`src/design/mbsp_pkg.sv`:
```
// Shared types and constants for the MIDI byte stream parser.
// No dependencies; used by the channel interfaces and the parser.
package mbsp_pkg;

    // result kinds
    typedef logic [2:0] kind_t;
    localparam kind_t KIND_NONE    = 3'd0;
    localparam kind_t KIND_MSG     = 3'd1;
    localparam kind_t KIND_SXLEN   = 3'd2;
    localparam kind_t KIND_SXDATA  = 3'd3;
    localparam kind_t KIND_SXEND   = 3'd4;

    // transport commands
    typedef logic [1:0] transport_t;
    localparam transport_t TRANSPORT_STOP = 2'd2;

    // status bytes with special handling
    localparam logic [7:0] ST_CLOCK      = 8'hF8;
    localparam logic [7:0] ST_START      = 8'hFA;
    localparam logic [7:0] ST_STOP       = 8'hFC;
    localparam logic [7:0] ST_SYSEX      = 8'hF0;
    localparam logic [7:0] ST_MTC        = 8'hF1;
    localparam logic [7:0] ST_SONG_POS   = 8'hF2;
    localparam logic [7:0] ST_SONG_SEL   = 8'hF3;
    localparam logic [7:0] ST_TUNE       = 8'hF6;
    localparam logic [7:0] ST_EOX        = 8'hF7;
    localparam logic [7:0] ST_NONE       = 8'h00;

    // configuration register indexes
    localparam logic REG_MANUFACTURER = 1'b0;
    localparam logic REG_PRODUCT      = 1'b1;

    localparam int APB_ADDR_W = 3;
    localparam int APB_DATA_W = 32;

endpackage

```
`src/design/mbsp_byte_if.sv`:
```
// Request channel carrying one raw MIDI byte, plus the result channel.
// Depends on mbsp_pkg for payload types.
interface mbsp_byte_if
    import mbsp_pkg::*;
(
    input logic clk
);
    logic       valid;
    logic       ready;
    logic [7:0] data_byte;

    modport source (output valid, output data_byte, input ready);
    modport sink   (input valid, input data_byte, output ready);
endinterface

interface mbsp_result_if
    import mbsp_pkg::*;
(
    input logic clk
);
    logic        valid;
    logic        ready;
    kind_t       kind;
    logic [7:0]  status;
    logic [6:0]  data1;
    logic [6:0]  data2;
    logic [6:0]  sysex_position;
    logic [31:0] clock_count;
    transport_t  transport;

    modport source (output valid, output kind, output status, output data1, output data2,
                    output sysex_position, output clock_count, output transport,
                    input ready);
    modport sink   (input valid, input kind, input status, input data1, input data2,
                    input sysex_position, input clock_count, input transport,
                    output ready);
endinterface

```
`src/design/midi_byte_stream_parser.sv`:
```
// MIDI byte stream parser top level: decode, state and result register.
// Depends on mbsp_pkg and the channel interfaces in mbsp_byte_if.sv.
//
// Usage:
//   stream carries one raw MIDI byte per request (valid/ready).
//   result carries exactly one result per accepted byte; kind none means
//   the byte produced no message but the clock count and transport are
//   still reported.
//   The APB port writes manufacturer_id (addr 0) and product_id (addr 4),
//   which select the sysex messages that get captured; write only when idle.
// Timing: a result is registered and appears in the cycle after its byte is accepted.
// Throughput: one byte per cycle while results are taken; the decode is a single pass of logic
//   between the stream handshake and the result register.
// Stall: stream.ready stays high while the result register is empty or is
//   being taken in the same cycle; a stalled result holds its value and
//   blocks the next byte.
// Reset: rst_n clears running status, the pending message, sysex capture,
//   the clock counter and both ID registers; transport resets to stop.
module midi_byte_stream_parser
    import mbsp_pkg::*;
#(
    parameter int CLOCK_WIDTH = 32
)
(
    input  logic                  clk,
    input  logic                  rst_n,
    mbsp_byte_if.sink             stream,
    mbsp_result_if.source         result,
    input  logic                  psel,
    input  logic                  penable,
    input  logic                  pwrite,
    input  logic [APB_ADDR_W-1:0] paddr,
    input  logic [APB_DATA_W-1:0] pwdata,
    output logic [APB_DATA_W-1:0] prdata,
    output logic                  pready
);

    typedef enum logic [2:0] {
        PH_OFF  = 3'd0,
        PH_MANU = 3'd1,
        PH_PROD = 3'd2,
        PH_LEN  = 3'd3,
        PH_DATA = 3'd4
    } phase_t;

    // configuration registers
    logic [6:0] manufacturer_id_reg;
    logic [6:0] product_id_reg;
    logic       cfg_write;
    logic       cfg_index;

    // parser state
    logic [7:0]             running_status_reg, running_status_next;
    logic                   await_second_reg, await_second_next;
    logic [7:0]             pending_status_reg, pending_status_next;
    logic [6:0]             pending_first_reg, pending_first_next;
    phase_t                 phase_reg, phase_next;
    logic [6:0]             sysex_count_reg, sysex_count_next;
    logic [6:0]             sysex_length_reg, sysex_length_next;
    logic [CLOCK_WIDTH-1:0] clock_counter_reg, clock_counter_next;
    transport_t             transport_reg, transport_next;

    // result register
    logic        out_valid_reg;
    kind_t       kind_reg, kind_next;
    logic [7:0]  status_reg, status_next;
    logic [6:0]  data1_reg, data1_next;
    logic [6:0]  data2_reg, data2_next;
    logic [6:0]  position_reg, position_next;

    logic       accept;
    logic [7:0] b;
    logic [7:0] rs;

    // apb access, always ready
    assign pready    = 1'b1;
    assign cfg_write = psel && penable && pwrite;
    assign cfg_index = paddr[2];

    always_comb
    begin
        if (cfg_index == REG_MANUFACTURER)
            prdata = {25'd0, manufacturer_id_reg};
        else
            prdata = {25'd0, product_id_reg};
    end

    always_ff @(posedge clk or negedge rst_n)
    begin
        if (!rst_n)
        begin
            manufacturer_id_reg <= 7'd0;
            product_id_reg      <= 7'd0;
        end
        else if (cfg_write)
        begin
            if (cfg_index == REG_MANUFACTURER)
                manufacturer_id_reg <= pwdata[6:0];
            else
                product_id_reg <= pwdata[6:0];
        end
    end

    // handshake: take a byte when the result slot is free or draining
    assign stream.ready = !out_valid_reg || result.ready;
    assign accept       = stream.valid && stream.ready;
    assign b            = stream.data_byte;
    assign rs           = running_status_reg;

    // byte decode and next state
    always_comb
    begin
        running_status_next = running_status_reg;
        await_second_next   = await_second_reg;
        pending_status_next = pending_status_reg;
        pending_first_next  = pending_first_reg;
        phase_next          = phase_reg;
        sysex_count_next    = sysex_count_reg;
        sysex_length_next   = sysex_length_reg;
        clock_counter_next  = clock_counter_reg;
        transport_next      = transport_reg;
        kind_next           = KIND_NONE;
        status_next         = ST_NONE;
        data1_next          = 7'd0;
        data2_next          = 7'd0;
        position_next       = 7'd0;

        if (b >= ST_CLOCK)
        begin
            // real-time bytes leave everything else alone
            if (b == ST_CLOCK)
                clock_counter_next = clock_counter_reg + CLOCK_WIDTH'(1);
            else if (b >= ST_START && b <= ST_STOP)
                transport_next = 2'(b - ST_START);
            else
            begin
                kind_next   = KIND_MSG;
                status_next = b;
            end
        end
        else if (b[7])
        begin
            // any other status byte ends capture and a pending message
            phase_next        = PH_OFF;
            await_second_next = 1'b0;
            if (b == ST_SYSEX)
            begin
                phase_next          = PH_MANU;
                running_status_next = ST_NONE;
            end
            else if (b == ST_EOX)
            begin
                running_status_next = ST_NONE;
                if (phase_reg == PH_DATA)
                    kind_next = KIND_SXEND;
            end
            else
            begin
                running_status_next = b;
                if (b == ST_TUNE)
                begin
                    kind_next   = KIND_MSG;
                    status_next = b;
                end
            end
        end
        else if (await_second_reg)
        begin
            await_second_next = 1'b0;
            kind_next         = KIND_MSG;
            status_next       = pending_status_reg;
            data1_next        = pending_first_reg;
            data2_next        = b[6:0];
        end
        else if (rs != ST_NONE)
        begin
            if (rs[7:6] == 2'b10 || rs[7:4] == 4'hE)
            begin
                // two data bytes: hold the first
                pending_status_next = rs;
                pending_first_next  = b[6:0];
                await_second_next   = 1'b1;
            end
            else if (rs[7:5] == 3'b110)
            begin
                kind_next   = KIND_MSG;
                status_next = rs;
                data1_next  = b[6:0];
            end
            else if (rs == ST_SONG_POS)
            begin
                running_status_next = ST_NONE;
                pending_status_next = rs;
                pending_first_next  = b[6:0];
                await_second_next   = 1'b1;
            end
            else if (rs == ST_MTC || rs == ST_SONG_SEL)
            begin
                running_status_next = ST_NONE;
                kind_next           = KIND_MSG;
                status_next         = rs;
                data1_next          = b[6:0];
            end
            else
                running_status_next = ST_NONE;
        end
        else
        begin
            // sysex capture
            case (phase_reg)
                PH_MANU:
                    phase_next = (b[6:0] == manufacturer_id_reg) ? PH_PROD : PH_OFF;
                PH_PROD:
                    phase_next = (b[6:0] == product_id_reg) ? PH_LEN : PH_OFF;
                PH_LEN:
                begin
                    sysex_length_next = b[6:0];
                    sysex_count_next  = 7'd0;
                    phase_next        = PH_DATA;
                    kind_next         = KIND_SXLEN;
                    data1_next        = b[6:0];
                end
                PH_DATA:
                begin
                    if (sysex_count_reg < sysex_length_reg)
                    begin
                        kind_next        = KIND_SXDATA;
                        data1_next       = b[6:0];
                        position_next    = sysex_count_reg;
                        sysex_count_next = sysex_count_reg + 7'd1;
                    end
                end
                default:
                    phase_next = phase_reg;
            endcase
        end
    end

    // state and result registers
    always_ff @(posedge clk or negedge rst_n)
    begin
        if (!rst_n)
        begin
            running_status_reg <= ST_NONE;
            await_second_reg   <= 1'b0;
            pending_status_reg <= ST_NONE;
            pending_first_reg  <= 7'd0;
            phase_reg          <= PH_OFF;
            sysex_count_reg    <= 7'd0;
            sysex_length_reg   <= 7'd0;
            clock_counter_reg  <= '0;
            transport_reg      <= TRANSPORT_STOP;
            out_valid_reg      <= 1'b0;
        end
        else
        begin
            if (accept)
            begin
                running_status_reg <= running_status_next;
                await_second_reg   <= await_second_next;
                pending_status_reg <= pending_status_next;
                pending_first_reg  <= pending_first_next;
                phase_reg          <= phase_next;
                sysex_count_reg    <= sysex_count_next;
                sysex_length_reg   <= sysex_length_next;
                clock_counter_reg  <= clock_counter_next;
                transport_reg      <= transport_next;
                out_valid_reg      <= 1'b1;
            end
            else if (result.ready)
                out_valid_reg <= 1'b0;
        end
    end

    // result payload, no reset needed
    always_ff @(posedge clk)
    begin
        if (accept)
        begin
            kind_reg     <= kind_next;
            status_reg   <= status_next;
            data1_reg    <= data1_next;
            data2_reg    <= data2_next;
            position_reg <= position_next;
        end
    end

    assign result.valid          = out_valid_reg;
    assign result.kind           = kind_reg;
    assign result.status         = status_reg;
    assign result.data1          = data1_reg;
    assign result.data2          = data2_reg;
    assign result.sysex_position = position_reg;
    assign result.clock_count    = 32'(clock_counter_reg);
    assign result.transport      = transport_reg;

endmodule

```
`src/flat_wrapper.sv`:
```
// flat-port wrapper written by rule: the top's interface ports become plain ports
module midi_byte_stream_parser_flat import mbsp_pkg::*;
#(
    parameter int CLOCK_WIDTH = 32
)
  (clk, rst_n, psel, penable, pwrite, paddr, pwdata, prdata, pready, stream_valid, stream_data_byte, stream_ready, result_valid, result_kind, result_status, result_data1, result_data2, result_sysex_position, result_clock_count, result_transport, result_ready);
  mbsp_byte_if stream_i (.clk(clk));
  mbsp_result_if result_i (.clk(clk));
  input  logic clk;
  input  logic rst_n;
  input  logic psel;
  input  logic penable;
  input  logic pwrite;
  input  logic [APB_ADDR_W-1:0] paddr;
  input  logic [APB_DATA_W-1:0] pwdata;
  output logic [APB_DATA_W-1:0] prdata;
  output logic pready;
  input wire logic [$bits(stream_i.valid)-1:0] stream_valid;
  input wire logic [$bits(stream_i.data_byte)-1:0] stream_data_byte;
  output wire logic [$bits(stream_i.ready)-1:0] stream_ready;
  output wire logic [$bits(result_i.valid)-1:0] result_valid;
  output wire logic [$bits(result_i.kind)-1:0] result_kind;
  output wire logic [$bits(result_i.status)-1:0] result_status;
  output wire logic [$bits(result_i.data1)-1:0] result_data1;
  output wire logic [$bits(result_i.data2)-1:0] result_data2;
  output wire logic [$bits(result_i.sysex_position)-1:0] result_sysex_position;
  output wire logic [$bits(result_i.clock_count)-1:0] result_clock_count;
  output wire logic [$bits(result_i.transport)-1:0] result_transport;
  input wire logic [$bits(result_i.ready)-1:0] result_ready;
  assign stream_i.valid = stream_valid;
  assign stream_i.data_byte = stream_data_byte;
  assign stream_ready = stream_i.ready;
  assign result_valid = result_i.valid;
  assign result_kind = result_i.kind;
  assign result_status = result_i.status;
  assign result_data1 = result_i.data1;
  assign result_data2 = result_i.data2;
  assign result_sysex_position = result_i.sysex_position;
  assign result_clock_count = result_i.clock_count;
  assign result_transport = result_i.transport;
  assign result_i.ready = result_ready;
  midi_byte_stream_parser #(.CLOCK_WIDTH(CLOCK_WIDTH)) u_core (.clk(clk), .rst_n(rst_n), .stream(stream_i), .result(result_i), .psel(psel), .penable(penable), .pwrite(pwrite), .paddr(paddr), .pwdata(pwdata), .prdata(prdata), .pready(pready));
endmodule
```
`config.mk`:
```
export PLATFORM = sky130hd
export DESIGN_NAME = midi_byte_stream_parser_flat
export DESIGN_NICKNAME = d
export VERILOG_FILES = /design/src/design/mbsp_pkg.sv /design/src/design/mbsp_byte_if.sv /design/src/design/midi_byte_stream_parser.sv /design/src/flat_wrapper.sv
export SDC_FILE = /design/constraint.sdc
export NUM_CORES = 1
export LEC_CHECK = 0
export ABC_AREA = 1
export BUFFER_PORTS_ARGS = -buffer_cell sky130_fd_sc_hd__clkbuf_2
export CAP_MARGIN = 20
export CORE_UTILIZATION = 31
export DETAILED_ROUTE_END_ITERATION = 12
export GPL_TIMING_DRIVEN = 0
export SETUP_SLACK_MARGIN = 0.3
export SLEW_MARGIN = 40
export SYNTH_ARGS = -nofsm -noshare
export SYNTH_HDL_FRONTEND = slang
export SYNTH_SLANG_ARGS = --single-unit
export TNS_END_PERCENT = 20
```
`constraint.sdc`:
```
create_clock -name clk -period 2.2 [get_ports clk]
set_input_delay 0.66 -clock clk [delete_from_list [all_inputs] [get_ports clk]]
set_output_delay 0.66 -clock clk [all_outputs]
set_load 0.01 [all_outputs]
```
==> impl_results.md <==
- Global-route usage over all layers: 16.7%
- Post-Synth Adder-Cell Area: 1.48%
- Post-synthesis mux area share: 0%
- GR Overflow Total: 0
- Largest register FFs: 32
- Final Total Pwr: approximately 6.6 mW
- Register area share after synthesis: around 47%
- DR pass1 iterations: 5
- Critical Path, Cell by Cell: clkbuf_8 > clkbuf_8 > o21ai_1 > clkbuf_2
- Detailed Place HPWL: 13000 um
- CTS Root Cell: clkbuf_16
- Die area: around 22000 um2
- Maximum vdd drop: 348 uV
- Post-synth EDFFs: 32
- Synth Cell Area: 6770 um2
- Xor and xnor area share after synthesis: about 4%
- Clk sinks: between 100 and 150
- Fmax: approximately 0.52 GHz
- Nature of the critical path startpoint: input pin
- First-pass GRT wire length: 28600 um
- Setup violators final: 0
- Largest net degree at the start of global routing: 69
- CP Buf/Inv Count: 3
- Via-to-Cell Ratio: around 4.5
- Worst Skew: 0.0138 ns
- Ys async rst share: 73.8%
- Vias in the first global route: 5576
- Initial antenna violation count: 0
- Die Y: 150 um
- Fraction of layout cells with a size suffix above 1: approximately a fifth
- Layout Utilization: 39.8%
- Unique masters post-synth: 38
- Avg WL per Cell: roughly 13 um
- Commonest non-fill, non-tap cell in the layout: nand2_1
- Compound-Gate Fraction of Synth Area: 5.34%
- CP Data Arrival Time: ~1.3 ns
- Vias: 5941
- Finished Layout Cells: 1318
- Final period utilization: between 80% and 90%
- Worst hold path class: in2async
- Max-Cap Viols: 0
- Io pins: 151
- Area leader, netlist: dfrtp_1
- Pwr/cell area: between 700 and 800 nW/um2
- Register bit total from synthesis: 122
- Critical Path End Type: output port
- Slowest CP cell: clkbuf_8
- Simple-gate share of the synthesized area: ~33%
- Diodes inserted: 0
- Crit path time final: 1.92 ns
- Width of the die: 150 um
- Core area: around 21000 um2
- Final net count: 1088
- CTS clk-pin slew, worst paths: 0.06 ns
- Syn_area_per_cell: about 7.6 um2
- Final Slew Violations: 0
- Crit path top cell by count: clkbuf_8
- Syn Inst Count: 886
- Pre-CTS setup slack: -0.444 ns
- Gpl congestion: slightly below 0.9
- Fin. Hold Viols: 0
- Required time worst endpoint: 1.54 ns
- Fin worst setup slack: between 0.2 and 0.3 ns
- CTS buffer count: 17
- Synth-to-Final Area Change: 24.7%
- CTS H-Tree Depth: 4
- Most frequent cells in the layout: nand2_1 (311), nor2_1 (115), clkbuf_2 (94), dfrtp_1 (87), inv_1 (79)
- Initial Util: 31.9%
- DRT Wirelength: 17500 um
- Synth area leaders: dfrtp_1 (33%), nand2_1 (18%), edfxtp_1 (14%), nor2_1 (6.5%), inv_1 (4.4%)
- CP peak stage delay: 0.16 ns
- # DRC: 0
- Input/output buffers: 95
- Status: finished, final reports clean
- CTS tree: done
- Unrepaired setup endpoints after global routing: yes
- DR iter-0 viols: roughly 330
- Placed Cells: around 1300
- Worst-path maximum fanout: 10
- Clk_lat worst skew: about 0.43 ns
- Maximum root-to-sink buffer count: 2
- Synthesis Warnings: 0
- Antenna-violating nets left: 0
- Setup TNS: 0 ns
- Slew HR: 47.6%
- Worst-Margin Slew: a little under 0.8 ns
- Core Rows: 53
- Post-synth top area share: 32.9%
- CP top delay family: buffers and inverters
- Largest family of logic cells by synthesized area: simple AND/OR/NAND/NOR gates
- Pleak: roughly 4.1 nW
- Number of fillers in the final layout: roughly 2200
- Ys flop type: dfrtp_1
- Setup CP Type: in2out
[Yosys cell counts (2+ instances only)]
| master | count |
|---|---|
| a21boi_0 | 4 |
| nor3_1 | 7 |
| edfxtp_1 | 32 |
| ha_1 | 8 |
| nand3b_1 | 8 |
| nor3_4 | 2 |
| nand4_1 | 16 |
| and3_1 | 2 |
| xor2_1 | 20 |
| clkbuf_1 | 6 |
| buf_6 | 2 |
| conb_1 | 2 |
| o21ai_1 | 4 |
| buf_4 | 26 |
| xnor2_1 | 11 |
| nor2_4 | 3 |
| nand3_1 | 40 |
| buf_2 | 8 |
| inv_1 | 80 |
| o21ai_0 | 49 |
| a21oi_1 | 7 |
| nor2_1 | 118 |
| nand2_1 | 316 |
| nand2_2 | 6 |
| inv_2 | 5 |
| nor2_2 | 4 |
| dfrtp_1 | 89 |
[cell families (layout without fill, tap and decap cells)]
logic type / after synthesis / in the layout
AND/OR/NAND/NOR: 526 / 526
AO/OA/AOI/OAI: 68 / 68
buffers and inverters: 129 / 262
other: 2 / 26
flip-flops: 122 / 122
XOR/XNOR: 31 / 31
adder cells (fa/ha/maj): 8 / 8
[final timing paths]
check                                              from                      endpoint  slack [ns]  cells after the start
setup reg to reg              u_core.sysex_count_reg[6]        u_core.result.data1[1]        0.36                     10
max in group asynchronous                         rst_n    u_core.result.transport[1]        1.45                      2
min in group clk           u_core.pending_status_reg[7]  u_core.pending_status_reg[7]        0.47                      2
setup / recovery                               paddr[2]                     prdata[5]        0.28                      4
hold reg to reg            u_core.pending_status_reg[7]  u_core.pending_status_reg[7]        0.47                      2
hold / removal                                    rst_n           u_core.result.valid        0.11                      1
[what timing repair did]
item                                    in CTS  in global routing
gates cloned                                 1                  0
pin swaps                                    2                  0
buffers inserted                             0                  4
hold buffers                                 0                  0
endpoints found under the setup margin      50                 63
gates resized for setup                     11                  7
[power by group]
part,internal (mW),switching [mW],total [mW]
combinational,0.362,0.663,1.03
clock,1.64,1.12,2.76
sequential,2.62,0.199,2.82
total,4.63,1.98,6.60
[per-stage QoR]
step | hold slack, ns | instance area (um2)
floorplan | 0.364 | 6920
global placement | 0.449 | 7740
detailed placement | 0.454 | 7780
CTS | 0.102 | 8400
global route | 0.115 | 8450
finish | 0.113 | 8450
[layer usage]
metal / global-route usage, % / part of all wire [%] / vias to the layer above
li1: - / - / 3034
met1: 23.0 / 49 / 2735
met2: 26.1 / 45 / 153
met3: 3.66 / 5.0 / 19
met4: 4.75 / 1.3 / 0
met5: 0 / 0 / -
[final cells by class]
| type | instances | area (um2) | share of cell area [%] |
|---|---|---|---|
| clock inverters | 14 | 134 | 1.58 |
| plain buffers | 43 | 295 | 3.50 |
| repair inverters | 1 | 7.51 | 0.0889 |
| well taps | 275 | 344 | 4.07 |
| multi-input cells | 659 | 3100 | 36.8 |
| clock buffers | 18 | 450 | 5.33 |
| inverters | 86 | 344 | 4.07 |
| repair buffers | 100 | 551 | 6.52 |
| flip-flops and latches | 122 | 3220 | 38.1 |
Power figures use the tool's default switching activity.
